<file path="config.mk">
export PLATFORM = sky130hd
export DESIGN_NAME = bmls_front_flat
export DESIGN_NICKNAME = d
export VERILOG_FILES = /design/src/hw/rtl/bmls_pkg.sv /design/src/hw/rtl/bmls_req_if.sv /design/src/hw/rtl/bmls_front.sv /design/src/flat_wrapper.sv
export SDC_FILE = /design/constraint.sdc
export NUM_CORES = 1
export LEC_CHECK = 0
export BUFFER_PORTS_ARGS = -buffer_cell sky130_fd_sc_hd__buf_2
export CAP_MARGIN = 5
export CORE_ASPECT_RATIO = 1.4
export CORE_MARGIN = 8
export CORE_UTILIZATION = 42
export DETAILED_ROUTE_END_ITERATION = 7
export PLACE_DENSITY = 0.79
export SLEW_MARGIN = 15
export SYNTH_ARGS = -nofsm -noshare
export SYNTH_HDL_FRONTEND = slang
export SYNTH_SLANG_ARGS = --single-unit
</file>
<file path="constraint.sdc">
create_clock -name clk -period 3.21 [get_ports clk]
set_clock_uncertainty 0.2 [all_clocks]
set_input_delay 0.1605 -clock clk [delete_from_list [all_inputs] [get_ports clk]]
set_output_delay 0.1605 -clock clk [all_outputs]
set_load 0.02 [all_outputs]
</file>
<file path="src/hw/rtl/bmls_pkg.sv">
`timescale 1ns / 1ps
// Shared types, codes and sizes for the byte memory load/store unit.
package bmls_pkg;

  // Geometry
  localparam int ADDR_W     = 12;
  localparam int DATA_W     = 32;
  localparam int SIZE_W     = 3;
  localparam int MEM_BYTES  = 4096;
  localparam int LANES      = 4;
  localparam int WORD_DEPTH = MEM_BYTES / LANES;
  localparam int WORD_AW    = $clog2(WORD_DEPTH);
  localparam int SPAN_W     = ADDR_W + 1;
  localparam int LEN_W      = 3;
  localparam int QUEUE_DEPTH = 2;

  localparam logic [ADDR_W-1:0] TEXT_LIMIT_RESET = 12'h7FF;

  // Load size codes
  localparam logic [SIZE_W-1:0] LD_SB = 3'b000;
  localparam logic [SIZE_W-1:0] LD_SH = 3'b001;
  localparam logic [SIZE_W-1:0] LD_W  = 3'b010;
  localparam logic [SIZE_W-1:0] LD_UB = 3'b011;
  localparam logic [SIZE_W-1:0] LD_UH = 3'b100;

  // Store size codes
  localparam logic [SIZE_W-1:0] SZ_B = 3'b000;
  localparam logic [SIZE_W-1:0] SZ_H = 3'b001;
  localparam logic [SIZE_W-1:0] SZ_W = 3'b010;

  typedef enum logic [1:0] {
    FUNC_FETCH   = 2'd0,
    FUNC_LOAD    = 2'd1,
    FUNC_STORE   = 2'd2,
    FUNC_PRELOAD = 2'd3
  } func_t;

  typedef enum logic [2:0] {
    ST_OK         = 3'd0,
    ST_UNALIGNED  = 3'd1,
    ST_FETCH_OUT  = 3'd2,
    ST_STORE_TEXT = 3'd3,
    ST_BAD_SIZE   = 3'd4,
    ST_BEYOND     = 3'd5
  } status_t;

  typedef enum logic [1:0] {
    OP_NONE  = 2'd0,
    OP_READ  = 2'd1,
    OP_WRITE = 2'd2
  } op_t;

  typedef enum logic [1:0] {
    BK_CLEAR = 2'd0,
    BK_IDLE  = 2'd1,
    BK_READ  = 2'd2,
    BK_RESP  = 2'd3
  } back_state_t;

  // Classified request handed from front to back
  typedef struct packed {
    status_t            status;
    op_t                op;
    logic [WORD_AW-1:0] word_idx;
    logic [1:0]         byte_off;
    logic [SIZE_W-1:0]  ld_size;
    logic [LANES-1:0]   lane_en;
    logic [DATA_W-1:0]  wdata;
  } cmd_t;

endpackage

</file>
<file path="src/hw/rtl/bmls_req_if.sv">
`timescale 1ns / 1ps
// Request channel: access kind, size code, address and write data.
interface bmls_req_if;
  import bmls_pkg::*;

  logic              valid;
  logic              ready;
  logic [1:0]        func;
  logic [SIZE_W-1:0] size_code;
  logic [ADDR_W-1:0] address;
  logic [DATA_W-1:0] write_data;

  modport source (output valid, func, size_code, address, write_data, input ready);
  modport sink   (input valid, func, size_code, address, write_data, output ready);
endinterface

</file>
<file path="src/hw/rtl/bmls_front.sv">
`timescale 1ns / 1ps
// Front end: text limit register, request accept and fault classification.
module bmls_front (
  input  logic                        clk,
  input  logic                        rst,
  input  logic                        cfg_write_en,
  input  logic [bmls_pkg::ADDR_W-1:0] cfg_write_data,
  bmls_req_if.sink                    req,
  input  logic                        clearing,
  input  logic                        q_full,
  output logic                        q_push,
  output bmls_pkg::cmd_t              q_cmd
);
  import bmls_pkg::*;

  logic [ADDR_W-1:0] text_limit;
  logic [LEN_W-1:0]  len;
  logic [LANES-1:0]  mask;
  logic              misaligned;
  logic              beyond;
  logic              preload_full;
  logic [SPAN_W-1:0] span_end;
  logic [1:0]        off;

  // Text limit register
  always_ff @(posedge clk) begin
    if (rst) begin
      text_limit <= TEXT_LIMIT_RESET;
    end else if (cfg_write_en) begin
      text_limit <= cfg_write_data;
    end
  end

  // Accept while the queue has room and the memory is not being cleared
  assign req.ready = !q_full && !clearing;
  assign q_push    = req.valid && req.ready;
  assign off       = req.address[1:0];

  // Access length per kind and size
  always_comb begin
    len = LEN_W'(4);
    case (func_t'(req.func))
      FUNC_LOAD: begin
        if (req.size_code == LD_SB || req.size_code == LD_UB) begin
          len = LEN_W'(1);
        end else if (req.size_code == LD_W) begin
          len = LEN_W'(4);
        end else begin
          len = LEN_W'(2);
        end
      end
      FUNC_STORE: begin
        if (req.size_code == SZ_B) begin
          len = LEN_W'(1);
        end else if (req.size_code == SZ_H) begin
          len = LEN_W'(2);
        end else begin
          len = LEN_W'(4);
        end
      end
      default: len = LEN_W'(4);
    endcase
  end

  assign mask = (len == LEN_W'(1)) ? 4'b0001 :
                (len == LEN_W'(2)) ? 4'b0011 : 4'b1111;
  assign misaligned   = (off & (len[1:0] - 2'd1)) != 2'd0;
  assign span_end     = {1'b0, req.address} + SPAN_W'(len);
  assign beyond       = span_end > SPAN_W'(MEM_BYTES);
  assign preload_full = ({1'b0, req.address} + SPAN_W'(3)) >= {1'b0, text_limit};

  // Fault priority per access kind
  always_comb begin
    q_cmd.status   = ST_OK;
    q_cmd.op       = OP_NONE;
    q_cmd.word_idx = req.address[WORD_AW+1:2];
    q_cmd.byte_off = off;
    q_cmd.ld_size  = LD_W;
    q_cmd.lane_en  = LANES'(mask << off);
    q_cmd.wdata    = req.write_data << {off, 3'b000};
    case (func_t'(req.func))
      FUNC_FETCH: begin
        if (req.address > text_limit) begin
          q_cmd.status = ST_FETCH_OUT;
        end else if (misaligned) begin
          q_cmd.status = ST_UNALIGNED;
        end else if (beyond) begin
          q_cmd.status = ST_BEYOND;
        end else begin
          q_cmd.op = OP_READ;
        end
      end
      FUNC_LOAD: begin
        q_cmd.ld_size = req.size_code;
        if (req.size_code > LD_UH) begin
          q_cmd.status = ST_BAD_SIZE;
        end else if (misaligned) begin
          q_cmd.status = ST_UNALIGNED;
        end else if (beyond) begin
          q_cmd.status = ST_BEYOND;
        end else begin
          q_cmd.op = OP_READ;
        end
      end
      FUNC_STORE: begin
        if (req.address <= text_limit) begin
          q_cmd.status = ST_STORE_TEXT;
        end else if (req.size_code > SZ_W) begin
          q_cmd.status = ST_BAD_SIZE;
        end else if (misaligned) begin
          q_cmd.status = ST_UNALIGNED;
        end else if (beyond) begin
          q_cmd.status = ST_BEYOND;
        end else begin
          q_cmd.op = OP_WRITE;
        end
      end
      FUNC_PRELOAD: begin
        if (misaligned) begin
          q_cmd.status = ST_UNALIGNED;
        end else if (preload_full || beyond) begin
          q_cmd.status = ST_BEYOND;
        end else begin
          q_cmd.op = OP_WRITE;
        end
      end
      default: q_cmd.status = ST_OK;
    endcase
  end

endmodule

</file>
<file path="src/flat_wrapper.sv">
// flat-port wrapper written by rule: the top's interface ports become plain ports
module bmls_front_flat import bmls_pkg::*;
  (clk, rst, cfg_write_en, cfg_write_data, clearing, q_full, q_push, q_cmd, req_valid, req_func, req_size_code, req_address, req_write_data, req_ready);
  bmls_req_if req_i ();
  input  logic clk;
  input  logic rst;
  input  logic cfg_write_en;
  input  logic [bmls_pkg::ADDR_W-1:0] cfg_write_data;
  input  logic clearing;
  input  logic q_full;
  output logic q_push;
  output bmls_pkg::cmd_t q_cmd;
  input wire logic [$bits(req_i.valid)-1:0] req_valid;
  input wire logic [$bits(req_i.func)-1:0] req_func;
  input wire logic [$bits(req_i.size_code)-1:0] req_size_code;
  input wire logic [$bits(req_i.address)-1:0] req_address;
  input wire logic [$bits(req_i.write_data)-1:0] req_write_data;
  output wire logic [$bits(req_i.ready)-1:0] req_ready;
  assign req_i.valid = req_valid;
  assign req_i.func = req_func;
  assign req_i.size_code = req_size_code;
  assign req_i.address = req_address;
  assign req_i.write_data = req_write_data;
  assign req_ready = req_i.ready;
  bmls_front u_core (.clk(clk), .rst(rst), .cfg_write_en(cfg_write_en), .cfg_write_data(cfg_write_data), .req(req_i), .clearing(clearing), .q_full(q_full), .q_push(q_push), .q_cmd(q_cmd));
endmodule
</file>
==> impl_results.md <==
* Status: finished, final reports clean
* Register-to-register setup slack at roughly 1.9 ns
* Drt via density at approximately 5.4
* Synth top area share at about a fifth
* Mapped cell area at approximately 2300 sq um
* RD Place Congestion at between 0.8 and 0.9
* Min-delay src: cfg_write_en
* Ant. Diodes at 0
* CTS tree: yes
* Top cells by count, synth: 35 x ha_1, 29 x nand2_1, 26 x inv_1
* Chip Width at ~78 um
* Final Core Density at 59.9%
* WP data required at 2.85 ns
* Post-Syn Area per Cell at approximately 7.2 sq um
* Placed cell count at just under 500
* Post-synth EDFFs at 0
* Hold endpoint: u_core.text_limit[4]
* Layout Nets at 549
* Hold path depth at 3
* Pins over their slew limit at 0
* Synthesized flop and latch total at 12
* Ys flop type: dfxtp_1
* Global-route wire length before repair at ~12000 um
* Clock root buffer: clkbuf_8
* Critical path class: in -> out
* Sequential area share after synthesis at 10.5%
* Max Clk Rate at between 300 and 400 MHz
* CORE AREA at between 5000 and 6000 sq um
* Vias in the first global route at 2777
* Drt initial violations at 62
* Area grow syn2layout at 41.0%
* Row count at 32
* Minimum clock period at ~3.1 ns
* Detailed Routing Iterations Pass 1 at 4
* CP arrival at 2.75 ns
* Final hold violations at 0
* Fraction of layout instances using a drive strength above 1 at around 36%
* Max clock buf depth at 2
* Initial antenna violation count at 0
* Clock transition at the registers of the reported paths at ~0.050 ns
* Critical Path End Type: output port
* Die ar. at around 8000 sq um
* Unrepaired setup endpoints after global routing: yes
* Overall Power at 740 uW
* Final Cycle Share at about 97%
* Top reg by flops: u_core.text_limit
* Max-cap check violation count at 0
* Number of clock sinks at 12
* Final Instance Count excl. Fillers at about 510
* GRT Residual Overflow at 0
* Syn Inst Count at between 300 and 400
* H-tree Lvls at 1
* Final HPWL DP at between 5000 and 6000 um
* Drt wl/cell at 14.7 um
* R2r endpoint: u_core.text_limit[11]
* # DRC at 0
* Start of the worst register-to-register path: u_core.text_limit[11]
* Worst Tran Pin Value at about 0.60 ns
* Largest net degree at the start of global routing at between 40 and 50
* Post-synthesis cell type count at 44
* Worst-case reg-to-reg path depth at 3
* Top flop regs: u_core.text_limit x12
* Leak Pwr at between 0.0015 and 0.002 uW
* Max reg flops at 12
* Antenna-violating nets left at 0
* PD cells at between 200 and 250 nW/um^2
* Port bufs at ~120
* IO Count at 125
* Slew margin rel. at around 60%
* TritonCTS buffer count at 3
* Clk Latency, worst-skew pair at ~0.23 ns
* Count leader, synth: ha_1
* Routed WL at about 7500 um
* Cell taking the most area after synthesis: ha_1
* Die extent in y at 103 um
* Peak supply drop at roughly 0.00010 V
* Worst setup SP type: input port
* Starting Density at between 40% and 50%
* Async set-reset flop share out of synthesis at 0%
* Via count at about 2800
* Yosys warns at 0
* Final setup vio count at 0
* Worst-path maximum fanout at 3
* Worst Hold Class: in -> reg
* Net count after synthesis at between 400 and 500
* Leading post-synthesis cells by cell area: ha_1 19%, dfxtp_1 10%, mux2i_1 7.8%
* Total track usage at approximately 18%
-- worst max-delay path by stage --
stage	from	end	slack, ns	cells after the start
2_1_floorplan	req_func[1]	q_cmd[51]	0.10	14
3_3_place_gp	req_func[1]	q_cmd[51]	0.06	15
3_5_place_dp	req_func[0]	q_cmd[52]	-0.004	15
4_1_cts	req_func[0]	q_cmd[52]	0.002	15
5_1_grt	req_func[0]	q_cmd[52]	-0.02	15
6_report	req_func[1]	q_cmd[51]	0.1	17
-- report_power, final --
part | leakage (uW) | internal (uW) | switching (uW)
clock network | 0.0000216 | 82.4 | 51.4
logic | 0.00156 | 185 | 258
registers | 0.000100 | 159 | 3.59
total | 0.00169 | 427 | 313
-- area by class of cell --
type / instances / area, sq um
Tap cell: 68 / 85.1
Sequential cell: 12 / 240
Multi-Input combinational cell: 256 / 1920
Timing Repair Buffer: 147 / 850
Inverter: 26 / 103
Clock buffer: 3 / 41.3
Fill cell: 504 / 2170
-- cells by family after synthesis --
kind of cell / share of synthesized area [%]
muxes: 7.85
DFF: 10.5
adders and majority gates: 19.9
AOI/OAI and AO/OA: 24.2
xor gates and xnor gates: 4.20
and+or+nand+nor: 23.2
buffers and inverters: 10.2
-- per-layer routing --
layer / vias to the layer above / GRT usage, % / wire length (um)
li1: 1372 / - / -
met1: 1260 / 18.5 / 2820
met2: 114 / 33.3 / 3870
met3: 8 / 6.40 / 713
met4: 0 / 5.15 / 104
met5: - / 0 / 0
-- through the flow --
stage / cell area (sq um) / hold slack, ns / setup TNS, ns / setup WS [ns]
after global placement: 2920 / 0.134 / 0 / 0.0566
after CTS: 3140 / 0.172 / 0 / 0.00196
final: 3240 / 0.182 / 0 / 0.0985
after detailed placement: 2920 / 0.141 / -0.00410 / -0.00410
after global routing: 3240 / 0.200 / -0.0301 / -0.0171
after floorplan: 2300 / 0.0329 / 0 / 0.102
-- what timing repair did --
action / 4_1_cts / 5_1_grt
endpoints found under the hold margin: 12 / 0
setup endpoints to repair: 2 / 4
hold buffers: 13 / 0
buffers inserted: 2 / 1
gates resized for setup: 11 / 20
pin swaps: 7 / 12
-- cell usage in the layout, fill, tap and decap left out, types with 4 or more instances in the layout --
cell type	synthesis	final
buf_2	1	119
ha_1	35	31
nand2_1	29	29
inv_1	26	23
nor2_1	23	22
a21oi_1	23	22
mux2i_1	18	18
o21ai_0	17	17
dlygate4sd3_1	0	13
nand3_1	13	12
buf_4	12	12
dfxtp_1	12	12
o211ai_1	11	11
and2_1	11	11
nor2b_1	10	10
a211oi_1	10	10
xnor2_1	9	9
nand4_1	5	5
o31ai_1	4	4
a21o_1	4	4
-- worst max-delay path: stages --
cell      delay, ns
buf_6          0.10
inv_4          0.04
ha_4           0.15
buf_4          0.13
nand3_2        0.06
o31ai_1        0.06
nand3_1        0.11
inv_2          0.06
ha_4           0.16
fa_2           0.37
xor2_1         0.15
or4b_4         0.50
a21oi_4        0.16
a31oi_4        0.11
nand2b_1       0.17
a21oi_2        0.11
buf_4          0.15
No activity file was read; power rests on OpenSTA's default activity.
