## src/hw/rtl/bmls_pkg.sv

```systemverilog
`timescale 1ns / 1ps
// Shared types, codes and sizes for the byte memory load/store unit.
package bmls_pkg;

  // Geometry
  localparam int ADDR_W     = 12;
  localparam int DATA_W     = 32;
  localparam int SIZE_W     = 3;
  localparam int MEM_BYTES  = 4096;
  localparam int LANES      = 4;
  localparam int WORD_DEPTH = MEM_BYTES / LANES;
  localparam int WORD_AW    = $clog2(WORD_DEPTH);
  localparam int SPAN_W     = ADDR_W + 1;
  localparam int LEN_W      = 3;
  localparam int QUEUE_DEPTH = 2;

  localparam logic [ADDR_W-1:0] TEXT_LIMIT_RESET = 12'h7FF;

  // Load size codes
  localparam logic [SIZE_W-1:0] LD_SB = 3'b000;
  localparam logic [SIZE_W-1:0] LD_SH = 3'b001;
  localparam logic [SIZE_W-1:0] LD_W  = 3'b010;
  localparam logic [SIZE_W-1:0] LD_UB = 3'b011;
  localparam logic [SIZE_W-1:0] LD_UH = 3'b100;

  // Store size codes
  localparam logic [SIZE_W-1:0] SZ_B = 3'b000;
  localparam logic [SIZE_W-1:0] SZ_H = 3'b001;
  localparam logic [SIZE_W-1:0] SZ_W = 3'b010;

  typedef enum logic [1:0] {
    FUNC_FETCH   = 2'd0,
    FUNC_LOAD    = 2'd1,
    FUNC_STORE   = 2'd2,
    FUNC_PRELOAD = 2'd3
  } func_t;

  typedef enum logic [2:0] {
    ST_OK         = 3'd0,
    ST_UNALIGNED  = 3'd1,
    ST_FETCH_OUT  = 3'd2,
    ST_STORE_TEXT = 3'd3,
    ST_BAD_SIZE   = 3'd4,
    ST_BEYOND     = 3'd5
  } status_t;

  typedef enum logic [1:0] {
    OP_NONE  = 2'd0,
    OP_READ  = 2'd1,
    OP_WRITE = 2'd2
  } op_t;

  typedef enum logic [1:0] {
    BK_CLEAR = 2'd0,
    BK_IDLE  = 2'd1,
    BK_READ  = 2'd2,
    BK_RESP  = 2'd3
  } back_state_t;

  // Classified request handed from front to back
  typedef struct packed {
    status_t            status;
    op_t                op;
    logic [WORD_AW-1:0] word_idx;
    logic [1:0]         byte_off;
    logic [SIZE_W-1:0]  ld_size;
    logic [LANES-1:0]   lane_en;
    logic [DATA_W-1:0]  wdata;
  } cmd_t;

endpackage

```

## src/hw/rtl/bmls_queue.sv

```systemverilog
`timescale 1ns / 1ps
// Short FIFO of classified requests between front and back.
module bmls_queue (
  input  logic           clk,
  input  logic           rst,
  input  logic           push,
  input  bmls_pkg::cmd_t push_cmd,
  output logic           full,
  input  logic           pop,
  output logic           valid,
  output bmls_pkg::cmd_t head
);
  import bmls_pkg::*;

  localparam int PTR_W = (QUEUE_DEPTH > 1) ? $clog2(QUEUE_DEPTH) : 1;
  localparam int CNT_W = $clog2(QUEUE_DEPTH + 1);

  cmd_t             entries [QUEUE_DEPTH];
  logic [PTR_W-1:0] wr_ptr;
  logic [PTR_W-1:0] rd_ptr;
  logic [CNT_W-1:0] count;

  assign full  = count == CNT_W'(QUEUE_DEPTH);
  assign valid = count != '0;
  assign head  = entries[rd_ptr];

  // Storage
  always_ff @(posedge clk) begin
    if (push) begin
      entries[wr_ptr] <= push_cmd;
    end
  end

  // Pointers and fill count
  always_ff @(posedge clk) begin
    if (rst) begin
      wr_ptr <= '0;
      rd_ptr <= '0;
      count  <= '0;
    end else begin
      if (push) begin
        wr_ptr <= (wr_ptr == PTR_W'(QUEUE_DEPTH - 1)) ? '0 : wr_ptr + 1'b1;
      end
      if (pop) begin
        rd_ptr <= (rd_ptr == PTR_W'(QUEUE_DEPTH - 1)) ? '0 : rd_ptr + 1'b1;
      end
      count <= count + CNT_W'(push) - CNT_W'(pop);
    end
  end

endmodule

```

## config.mk

```make
export PLATFORM = sky130hd
export DESIGN_NAME = bmls_queue
export DESIGN_NICKNAME = d
export VERILOG_FILES = /design/src/hw/rtl/bmls_pkg.sv /design/src/hw/rtl/bmls_queue.sv
export SDC_FILE = /design/constraint.sdc
export NUM_CORES = 1
export LEC_CHECK = 0
export BUFFER_PORTS_ARGS = -buffer_cell sky130_fd_sc_hd__buf_4
export CORE_MARGIN = 1.5
export CORE_UTILIZATION = 47
export DETAILED_ROUTE_END_ITERATION = 8
export GPL_TIMING_DRIVEN = 0
export PLACE_DENSITY = 0.75
export SYNTH_ARGS = -nofsm -noshare
export SYNTH_HDL_FRONTEND = slang
export SYNTH_SLANG_ARGS = --single-unit
```

## constraint.sdc

```tcl
create_clock -name clk -period 3.4 [get_ports clk]
set_input_delay 0 -clock clk [delete_from_list [all_inputs] [get_ports clk]]
set_output_delay 0 -clock clk [all_outputs]
set_load 0.02 [all_outputs]
```

==> out/metrics.csv, run 1 <==
stage;metric;value;unit
global_routing;grt_pass1_wl;12300;microns
place;placed_area;5520;sq um
layout;insertedDiodeCount;0;
worst_setup_path;r2r.worst_path.cells;2;
global_routing;initial_antenna_violation_count;0;
run_status;result_of_the_run;complete, no violations;
logic_synthesis;synth.lib_cells_used.distinct;14;
worst_setup_path;timing.reg2reg.setup_slack;1.80;ns
worst_setup_path;crit_path_end_kind;primary output;
floorplan;placeableCoreArea;9200;sq um
floorplan;floorplan.initialDensity;0.481;
logic_synthesis;post-synth-top-area-cell;sky130_fd_sc_hd__edfxtp_1;
timing;setup_tns;0;ns
clock_tree;cts-htree-levels;4;
hold_path;hold-path-cell-count;2;
global_routing;grt_start_max_net_pins;35;
place;detailedPlace.worstSlack;1.77;ns
hold_path;worst_hold_path_type;input port to register;
logic_synthesis;post_synth_most_frequent_cells;112 x sky130_fd_sc_hd__edfxtp_1, 40 x sky130_fd_sc_hd__mux2_4, 16 x sky130_fd_sc_hd__mux2_2;
floorplan;std_cell_rows;35;
worst_setup_path;startpoint_type;register;
layout;layout.area.seq;3460;sq um
run;drv_cap;0;
timing;period_minus_slack;1.68;ns
clock_tree;tritoncts;built;
clock_tree;clock_latency;0.50;ns
hold_path;worstHoldEndpoint;entries[1][36]$_DFFE_PP_;
timing;final-hold-violation-count;0;
place;place.gp.congestion;0.645;
logic_synthesis;largest_cells_by_area_after_synthesis;sky130_fd_sc_hd__edfxtp_1 76%, sky130_fd_sc_hd__mux2_4 14%, sky130_fd_sc_hd__mux2_2 4.1%;
layout;area.growth.synth_to_final;51.7;%
timing;fin_skew;0.00507;ns
timing;timing.final.setup_violations;0;
worst_setup_path;worst_ep_arrival_time;1.68;ns
place;detailed_place_hpwl;4830;microns
worst_setup_path;rr_endpoint;entries[1][16]$_DFFE_PP_;
clock_tree;max_root_sink_buffers;2;
floorplan;die_w;100;microns
clock_tree;cts_buffers;17;
clock_tree;post-cts-setup-buffer-count;0;
timing;final_max_slew_viol_count;0;
routing;first_iter_violations;70;
routing;detail_route.first_pass.iterations;4;
logic_synthesis;avgSynthCellArea;22.7;sq um
timing;worst_slew_margin_rel;0.593;
worst_setup_path;worst-endpoint-required;3.40;ns
layout;multi_input_logic_area;901;sq um
global_routing;grtUsageTotal;0.166;
place;place.port_buffers;117;
clock_tree;clk_pin_slew_worst_paths;0.06;ns
logic_synthesis;synth_enable_flop_cells;112;
hold_path;min_delay_startpoint;push_cmd[36];
layout;ratio_of_cells_with_drive_above_1_in_the_final_layout;0.531;
floorplan;height_of_the_die;100;microns
routing;viasPerCell;4.76;
timing;slew_at_the_pin_closest_to_its_max_slew_limit;0.611;ns
layout;nFillCells;566;
logic_synthesis;yosysMostFrequentCell;sky130_fd_sc_hd__edfxtp_1;
routing;drt_wl_total;7980;microns
timing;timing.fmax;0.594;GHz
routing;drt-wirelength-per-cell;15.4;microns
logic_synthesis;post_synthesis_sequential_element_count;117;
routing;route.antenna.remaining_nets;0;
worst_setup_path;critical_path_class;register to primary output;
logic_synthesis;synth_nets;257;
floorplan;design.die.area;10000;sq um
logic_synthesis;ys_dominant_reg_cell;sky130_fd_sc_hd__edfxtp_1;
logic_synthesis;asyncSetResetFlopFracSynth;0;
timing;holdWs;0.225;ns
timing;unrepaired_setup_endpoints_after_global_routing;false;
logic_synthesis;synth_area;4420;sq um
timing;finalCritPeriodShare;0.495;
global_routing;grt_overflow;0;
clock_tree;cts_num_sinks;117;
layout;finalInstanceArea;6710;sq um
floorplan;design.portCount;118;
timing;setup_ws;1.72;ns
layout;final_nets;456;
logic_synthesis;synth.yosys.seq_area_share;0.783;
logic_synthesis;syn-instance-count;195;
power;irDropWorstVdd;0.400;mV
worst_setup_path;regToRegStartpoint;wr_ptr$_SDFFE_PP0P_;
global_routing;first_global_vias;2529;
logic_synthesis;area_share_of_the_largest_cell_type_after_synthesis;0.760;
power;leakagePower;0.00268;uW
logic_synthesis;yosysWarnings;0;
routing;drc;0;
worst_setup_path;critPathMaxFanout;10;
routing;vias;2466;
power;cell_pwr_density;606;nW/um^2
clock_tree;clock-root-buffer;sky130_fd_sc_hd__clkbuf_8;
==> worst max-delay path, stage by stage (launching register included) <==
cell	delay [ns]
sky130_fd_sc_hd__dfxtp_1	0.33
sky130_fd_sc_hd__buf_6	0.17
sky130_fd_sc_hd__buf_6	0.20
sky130_fd_sc_hd__mux2_4	0.32
sky130_fd_sc_hd__buf_4	0.16
==> state kept, by name, summed over array words and instances (netlist names), named ones only <==
name and cells:
wr_ptr 1, rd_ptr 1, count 2, entries 112
==> where the power goes <==
part	leakage, uW	internal (uW)	switching (uW)
Clock	0.000283	1120	627
Sequential	0.00109	1680	25.8
Combinational	0.00131	335	277
Total	0.00268	3140	930
==> logic make-up (layout without fill, tap and decap cells) <==
family / count (synthesis) / after routing / share of synthesized area
xor gates and xnor gates: 3 / 3 / 0.00905
adders and majority gates: 2 / 2 / 0.00566
buffers and inverters: 8 / 220 / 0.0156
DFF: 117 / 117 / 0.783
muxes: 56 / 56 / 0.176
and+or+nand+nor: 9 / 9 / 0.0105
==> worst max-delay path by stage <==
stage	from	endpoint	slack, ns
finish	register	head[17]	1.72
global placement	wr_ptr$_SDFFE_PP0P_	entries[0][29]$_DFFE_PP_	-1.36
detailed placement	wr_ptr$_SDFFE_PP0P_	entries[1][8]$_DFFE_PP_	1.77
global route	register	head[14]	1.65
CTS	register	head[17]	1.68
floorplan	wr_ptr$_SDFFE_PP0P_	entries[0][0]$_DFFE_PP_	0.10
==> timing repair <==
action | in CTS | in global routing
hold endpoints to repair | 117 | 0
resized for setup | 0 | 0
hold buffers | 60 | 0
==> area by class of cell <==
class,instances,area share
Buffer,6,0.00913
Clock buffer,17,0.0617
Clock inverter,15,0.0267
Inverter,2,0.00112
Multi-Input combinational cell,70,0.134
Sequential cell,117,0.516
Tap cell,111,0.0207
Timing Repair Buffer,180,0.230
==> per-stage QoR <==
step | power [uW] | instances | util
detailed placement | 2290 | 426 | 0.600
CTS | 4090 | 518 | 0.730
floorplan | 2060 | 195 | -
finish | 4070 | 518 | 0.730
global route | 4200 | 518 | 0.730
global placement | 2270 | 423 | 0.592
==> routing by layer <==
layer | wire length, microns | track usage
met1 | 3380 | 0.195
met2 | 4090 | 0.286
met3 | 407 | 0.0425
met4 | 107 | 0.0813
met5 | 0 | 0
==> layout by cell type (no fill, tap or decap) <==
cell type	count
sky130_fd_sc_hd__and2_2	1
sky130_fd_sc_hd__buf_12	2
sky130_fd_sc_hd__buf_16	1
sky130_fd_sc_hd__buf_2	1
sky130_fd_sc_hd__buf_4	117
sky130_fd_sc_hd__buf_6	5
sky130_fd_sc_hd__bufinv_16	3
sky130_fd_sc_hd__clkbuf_16	16
sky130_fd_sc_hd__clkbuf_8	1
sky130_fd_sc_hd__clkinv_1	1
sky130_fd_sc_hd__clkinv_2	2
sky130_fd_sc_hd__clkinv_4	3
sky130_fd_sc_hd__clkinvlp_4	3
sky130_fd_sc_hd__dfxtp_1	5
sky130_fd_sc_hd__dlygate4sd3_1	60
sky130_fd_sc_hd__edfxtp_1	112
sky130_fd_sc_hd__ha_1	2
sky130_fd_sc_hd__inv_1	2
sky130_fd_sc_hd__inv_6	3
sky130_fd_sc_hd__mux2_2	16
sky130_fd_sc_hd__mux2_4	40
sky130_fd_sc_hd__nor2_1	4
sky130_fd_sc_hd__nor2b_1	2
sky130_fd_sc_hd__nor2b_4	1
sky130_fd_sc_hd__or2_2	1
sky130_fd_sc_hd__xnor2_1	2
sky130_fd_sc_hd__xnor3_1	1
No activity file was read; power rests on OpenSTA's default activity.
==> run 2, diff against run 1 <==
==> constraint.sdc (replaced) <==
create_clock -name clk -period 1.4 [get_ports clk]
set_input_delay 0 -clock clk [delete_from_list [all_inputs] [get_ports clk]]
set_output_delay 0 -clock clk [all_outputs]
set_load 0.02 [all_outputs]
==> run 2 against run 1 <==
  * Sequential power is 140% higher
  * The run now ends with setup timing left
  * Setup slack got worse by 1.9 ns
  * Wire length rose by 14%
==> out/metrics.csv, run 2 (synthesis results as in run 1) <==
stage;metric;value;unit
worst_setup_path;critical_path_class;register to primary output;
timing;unrepaired_setup_endpoints_after_global_routing;true;
worst_setup_path;startpoint_type;register;
worst_setup_path;worst_ep_arrival_time;1.61;ns
hold_path;worst_hold_path_type;input port to register;
floorplan;die_w;100;microns
timing;timing.fmax;0.620;GHz
global_routing;grt_overflow;0;
global_routing;grt_start_max_net_pins;33;
routing;drc;0;
floorplan;placeableCoreArea;9200;sq um
timing;fin_skew;0.00505;ns
routing;drt_wl_total;9080;microns
timing;holdWs;0.241;ns
place;place.port_buffers;117;
worst_setup_path;worst-endpoint-required;1.40;ns
timing;finalCritPeriodShare;1.15;
run_status;result_of_the_run;finished, violations left;
routing;vias;2541;
timing;timing.final.setup_violations;56;
clock_tree;tritoncts;built;
clock_tree;cts-htree-levels;4;
worst_setup_path;crit_path_end_kind;primary output;
clock_tree;max_root_sink_buffers;2;
timing;worst_slew_margin_rel;0.702;
global_routing;first_global_vias;2764;
floorplan;design.portCount;118;
floorplan;design.die.area;10000;sq um
layout;layout_commonest_cell;sky130_fd_sc_hd__edfxtp_1;
place;detailedPlace.worstSlack;-0.506;ns
worst_setup_path;critPathMaxFanout;5;
floorplan;floorplan.initialDensity;0.481;
clock_tree;clock-root-buffer;sky130_fd_sc_hd__clkbuf_8;
run_status;violations;setup timing;
layout;fin_util;0.760;
global_routing;grt_pass1_wl;13600;microns
floorplan;height_of_the_die;100;microns
power;total_power;9910;uW
routing;route.antenna.remaining_nets;0;
run;drv_cap;0;
layout;insertedDiodeCount;0;
routing;viasPerCell;4.83;
power;irDropWorstVdd;1.16;mV
global_routing;grtUsageTotal;0.186;
timing;period_minus_slack;1.61;ns
routing;first_iter_violations;83;
layout;highest_count_cells_in_the_layout_ignoring_fill_and_taps;112 x sky130_fd_sc_hd__edfxtp_1, 80 x sky130_fd_sc_hd__buf_4, 60 x sky130_fd_sc_hd__dlygate4sd3_1, 43 x sky130_fd_sc_hd__buf_6, 42 x sky130_fd_sc_hd__mux2_4;
layout;largestRegisters;entries (112), count (2);
layout;ratio_of_cells_with_drive_above_1_in_the_final_layout;0.542;
timing;setup_ws;-0.214;ns
place;detailed_place_hpwl;4680;microns
timing;slew_at_the_pin_closest_to_its_max_slew_limit;0.446;ns
clock_tree;cts_num_sinks;117;
layout;largest_register_ff_count;112;
global_routing;initial_antenna_violation_count;0;
floorplan;std_cell_rows;35;
layout;final_nets;464;
layout;area.growth.synth_to_final;58.1;%
clock_tree;clock_latency;0.49;ns
timing;final_max_slew_viol_count;0;
layout;nFillCells;535;
clock_tree;cts_buffers;17;
clock_tree;clk_pin_slew_worst_paths;0.06;ns
routing;detail_route.first_pass.iterations;5;
place;place.gp.congestion;0.631;
routing;drt-wirelength-per-cell;17.3;microns
layout;registers.top_by_ff_count;entries;
power;cell_pwr_density;1420;nW/um^2
power;leakagePower;0.00279;uW
timing;final-hold-violation-count;0;
## run 2: cell types whose count changed in the layout (fill, tap and decap cells not counted), moves of 2 or more
cell and delta:
sky130_fd_sc_hd__and2_4 +2, sky130_fd_sc_hd__buf_4 -37, sky130_fd_sc_hd__dfxtp_1 -2, sky130_fd_sc_hd__mux2_2 -2, sky130_fd_sc_hd__clkinvlp_4 +2, sky130_fd_sc_hd__buf_6 +38
sky130_fd_sc_hd__buf_12 +4, sky130_fd_sc_hd__mux2_4 +2
## run 2: routing by layer
layer	wire length [microns]	track usage
met2	4970	0.344
met5	0	0
met3	420	0.0564
met4	97	0.0672
met1	3590	0.201
## run 2: metrics by stage
| step | cells | cell area [sq um] | TNS (ns) |
|---|---|---|---|
| finish | 526 | 6990 | -10.61 |
| global route | 526 | 6990 | -13.83 |
| CTS | 526 | 6970 | -12.50 |
| detailed placement | 424 | 5470 | -35.48 |
| global placement | 423 | 5450 | -59.70 |
| floorplan | 195 | 4430 | -16.57 |
## run 2: what timing repair did
item	in CTS	in global routing
hold endpoints to repair	117	0
gates resized for setup	60	6
gates cloned	5	0
endpoints found under the setup margin	144	68
pin swaps	1	0
hold buffers	60	0
setup buffers	5	0
## run 2: critical path, stage by stage (launching register included)
cell and delay (ns):
sky130_fd_sc_hd__dfxtp_4 0.37, sky130_fd_sc_hd__buf_4 0.15, sky130_fd_sc_hd__buf_8 0.12, sky130_fd_sc_hd__mux2_2 0.33, sky130_fd_sc_hd__buf_4 0.16
## run 2: final cells by class
type / count / area (sq um) / share of cell area
multi-input combinational: 72 / 932 / 0.133
tap: 111 / 139 / 0.0199
clock inverter: 15 / 156 / 0.0224
inverter: 2 / 7.51 / 0.00107
buffer: 6 / 115 / 0.0165
timing repair buffer: 186 / 1760 / 0.252
sequential: 117 / 3470 / 0.496
clock buffer: 17 / 414 / 0.0592
## run 2: final timing paths
check	startpoint	slack, ns	cells past startpoint	to
setup / recovery	register	-0.21	4	head[48]
setup reg to reg	wr_ptr$_SDFFE_PP0P_	0.09	3	wr_ptr$_SDFFE_PP0P_
hold reg to reg	rd_ptr$_SDFFE_PP0P_	0.52	2	register
hold / removal	push_cmd[38]	0.24	2	entries[1][38]$_DFFE_PP_
## run 2: power by group
part	total (uW)	leakage (uW)	switching [uW]	internal, uW
registers	4160	0.00109	74.8	4090
logic	1700	0.00143	728	972
clock network	4050	0.000264	1510	2540
==> run 3, diff against run 2 <==
--- a/config.mk
+++ b/config.mk
@@ -7,10 +7,10 @@
 export LEC_CHECK = 0
 export BUFFER_PORTS_ARGS = -buffer_cell sky130_fd_sc_hd__buf_4
 export CORE_MARGIN = 1.5
-export CORE_UTILIZATION = 47
+export CORE_UTILIZATION = 50
 export DETAILED_ROUTE_END_ITERATION = 8
 export GPL_TIMING_DRIVEN = 0
-export PLACE_DENSITY = 0.75
+export PLACE_DENSITY = 0.76
 export SYNTH_ARGS = -nofsm -noshare
 export SYNTH_HDL_FRONTEND = slang
 export SYNTH_SLANG_ARGS = --single-unit
==> constraint.sdc (replaced) <==
create_clock -name clk -period 1.7 [get_ports clk]
set_input_delay 0 -clock clk [delete_from_list [all_inputs] [get_ports clk]]
set_output_delay 0 -clock clk [all_outputs]
set_load 0.02 [all_outputs]
==> run 3 against run 2 <==
  * The flow now finishes without violations
  * Cell area shrank 4.9%
  * Sequential power decreased by 18%
  * Clock power is 25% lower
==> out/metrics.csv, run 3 (synthesis results as in run 1) <==
stage;metric;value;unit
run_status;result_of_the_run;complete, no violations;
clock_tree;clock-root-buffer;sky130_fd_sc_hd__clkbuf_8;
floorplan;height_of_the_die;97.1;microns
worst_setup_path;critPathMaxFanout;10;
global_routing;first_global_vias;2666;
worst_setup_path;regToRegStartpoint;wr_ptr$_SDFFE_PP0P_;
worst_setup_path;worst_ep_arrival_time;1.65;ns
routing;detail_route.first_pass.iterations;6;
floorplan;std_cell_rows;34;
worst_setup_path;crit_path_end_kind;primary output;
clock_tree;cts-htree-levels;4;
worst_setup_path;r2r.worst_path.cells;1;
timing;timing.final.setup_violations;0;
routing;vias;2470;
layout;fin_util;0.770;
timing;fin_skew;0.00780;ns
place;detailed_place_hpwl;4700;microns
clock_tree;cts_buffers;17;
timing;worst_slew_margin_rel;0.482;
layout;highest_count_cells_in_the_layout_ignoring_fill_and_taps;121 x sky130_fd_sc_hd__buf_4, 112 x sky130_fd_sc_hd__edfxtp_1, 60 x sky130_fd_sc_hd__dlygate4sd3_1, 40 x sky130_fd_sc_hd__mux2_4;
clock_tree;tritoncts;built;
timing;final_max_slew_viol_count;0;
clock_tree;max_root_sink_buffers;2;
timing;period_minus_slack;1.65;ns
worst_setup_path;startpoint_type;register;
routing;drc;0;
place;placed_area;5490;sq um
power;leakagePower;0.00266;uW
layout;nFillCells;512;
layout;largest_register_ff_count;112;
place;place.port_buffers;117;
worst_setup_path;critical_path_class;register to primary output;
hold_path;worst_hold_path_type;input port to register;
routing;drt_wl_total;8250;microns
floorplan;design.die.area;9420;sq um
worst_setup_path;rr_endpoint;entries[1][31]$_DFFE_PP_;
run;drv_cap;0;
routing;drt-wirelength-per-cell;15.9;microns
timing;finalCritPeriodShare;0.973;
worst_setup_path;timing.reg2reg.setup_slack;0.20;ns
hold_path;hold-path-cell-count;2;
power;cell_pwr_density;1150;nW/um^2
global_routing;grt_start_max_net_pins;57;
layout;layout_commonest_cell;sky130_fd_sc_hd__buf_4;
global_routing;grt_overflow;0;
floorplan;die_w;97.1;microns
layout;layout.area.seq;3460;sq um
routing;route.antenna.remaining_nets;0;
layout;registers.top_by_ff_count;entries;
routing;first_iter_violations;79;
timing;slew_at_the_pin_closest_to_its_max_slew_limit;0.777;ns
place;place.gp.congestion;0.648;
clock_tree;cts_num_sinks;117;
layout;ratio_of_cells_with_drive_above_1_in_the_final_layout;0.523;
power;irDropWorstVdd;0.849;mV
floorplan;placeableCoreArea;8640;sq um
clock_tree;clock_latency;0.49;ns
global_routing;grt_pass1_wl;13000;microns
layout;insertedDiodeCount;0;
layout;final_nets;459;
global_routing;grtUsageTotal;0.184;
layout;multi_input_logic_area;902;sq um
layout;largestRegisters;entries (112), count (2);
global_routing;initial_antenna_violation_count;0;
layout;finalInstanceArea;6650;sq um
hold_path;worstHoldEndpoint;entries[1][0]$_DFFE_PP_;
worst_setup_path;worst-endpoint-required;1.70;ns
timing;timing.fmax;0.604;GHz
floorplan;floorplan.initialDensity;0.512;
timing;unrepaired_setup_endpoints_after_global_routing;true;
hold_path;min_delay_startpoint;push_cmd[0];
timing;final-hold-violation-count;0;
clock_tree;clk_pin_slew_worst_paths;0.05;ns
layout;area.growth.synth_to_final;50.3;%
floorplan;design.portCount;118;
routing;viasPerCell;4.78;
==> run 3: changes by cell type in the layout (fill, tap and decap cells not counted), moves of 2 or more <==
cell,before,now
sky130_fd_sc_hd__buf_6,43,1
sky130_fd_sc_hd__buf_4,80,121
sky130_fd_sc_hd__buf_12,6,1
sky130_fd_sc_hd__clkinv_2,1,5
sky130_fd_sc_hd__buf_8,1,4
sky130_fd_sc_hd__clkinv_1,2,4
sky130_fd_sc_hd__clkinv_4,2,0
sky130_fd_sc_hd__clkinvlp_4,5,3
sky130_fd_sc_hd__dfxtp_1,3,5
sky130_fd_sc_hd__inv_6,2,0
sky130_fd_sc_hd__mux2_2,14,16
sky130_fd_sc_hd__mux2_4,42,40
==> run 3: cell type report <==
class / instances / area share
multi-input combinational: 70 / 0.136
clock inverter: 13 / 0.0139
timing repair buffer: 183 / 0.234
sequential: 117 / 0.521
clock buffer: 18 / 0.0628
inverter: 2 / 0.00113
tap: 108 / 0.0203
buffer: 6 / 0.0115
==> run 3: stage by stage <==
step | TNS [ns] | std cells | power [uW] | hold slack (ns) | setup WS (ns)
CTS | -0.0152 | 513 | 7740 | 0.207 | -0.00300
global placement | -32.87 | 420 | 4530 | 0.185 | -0.351
global route | -0.149 | 517 | 7950 | 0.212 | -0.0163
finish | 0 | 517 | 7680 | 0.232 | 0.0451
floorplan | 0 | 195 | 4110 | 0.0716 | 0.102
detailed placement | -14.57 | 422 | 4580 | 0.188 | -0.262
==> run 3: critical path: stages, from the launching register on <==
cell                      delay (ns)
sky130_fd_sc_hd__dfxtp_1        0.33
sky130_fd_sc_hd__buf_6          0.18
sky130_fd_sc_hd__buf_8          0.18
sky130_fd_sc_hd__mux2_4         0.32
sky130_fd_sc_hd__buf_4          0.16
==> run 3: worst max path at each step <==
stage / cells past startpoint / to
after global routing: 4 / head[33]
after detailed placement: 1 / entries[1][4]$_DFFE_PP_
final: 4 / head[33]
after CTS: 4 / head[18]
after floorplan: 1 / entries[0][0]$_DFFE_PP_
after global placement: 1 / entries[0][27]$_DFFE_PP_
==> run 3: power by group <==
part           switching [uW]  total [uW]  internal, uW
combinational             555        1240           681
clock                    1130        3020          1890
sequential               53.2        3420          3370
total                    1740        7680          5940
==> run 3: per-layer routing <==
metal  GRT usage  vias to the layer above  routed length, microns
li1            -                     1170                       -
met5           0                        -                       0
met3      0.0583                        4                     423
met2       0.335                       89                    4560
met4      0.0635                        0                      32
met1       0.201                     1207                    3230
==> run 3: what timing repair did <==
item                                    CTS  global route
gates resized for setup                   2             3
endpoints found under the setup margin   57            36
buffers inserted                          0             4
endpoints found under the hold margin   120             0
hold buffers                             60             0
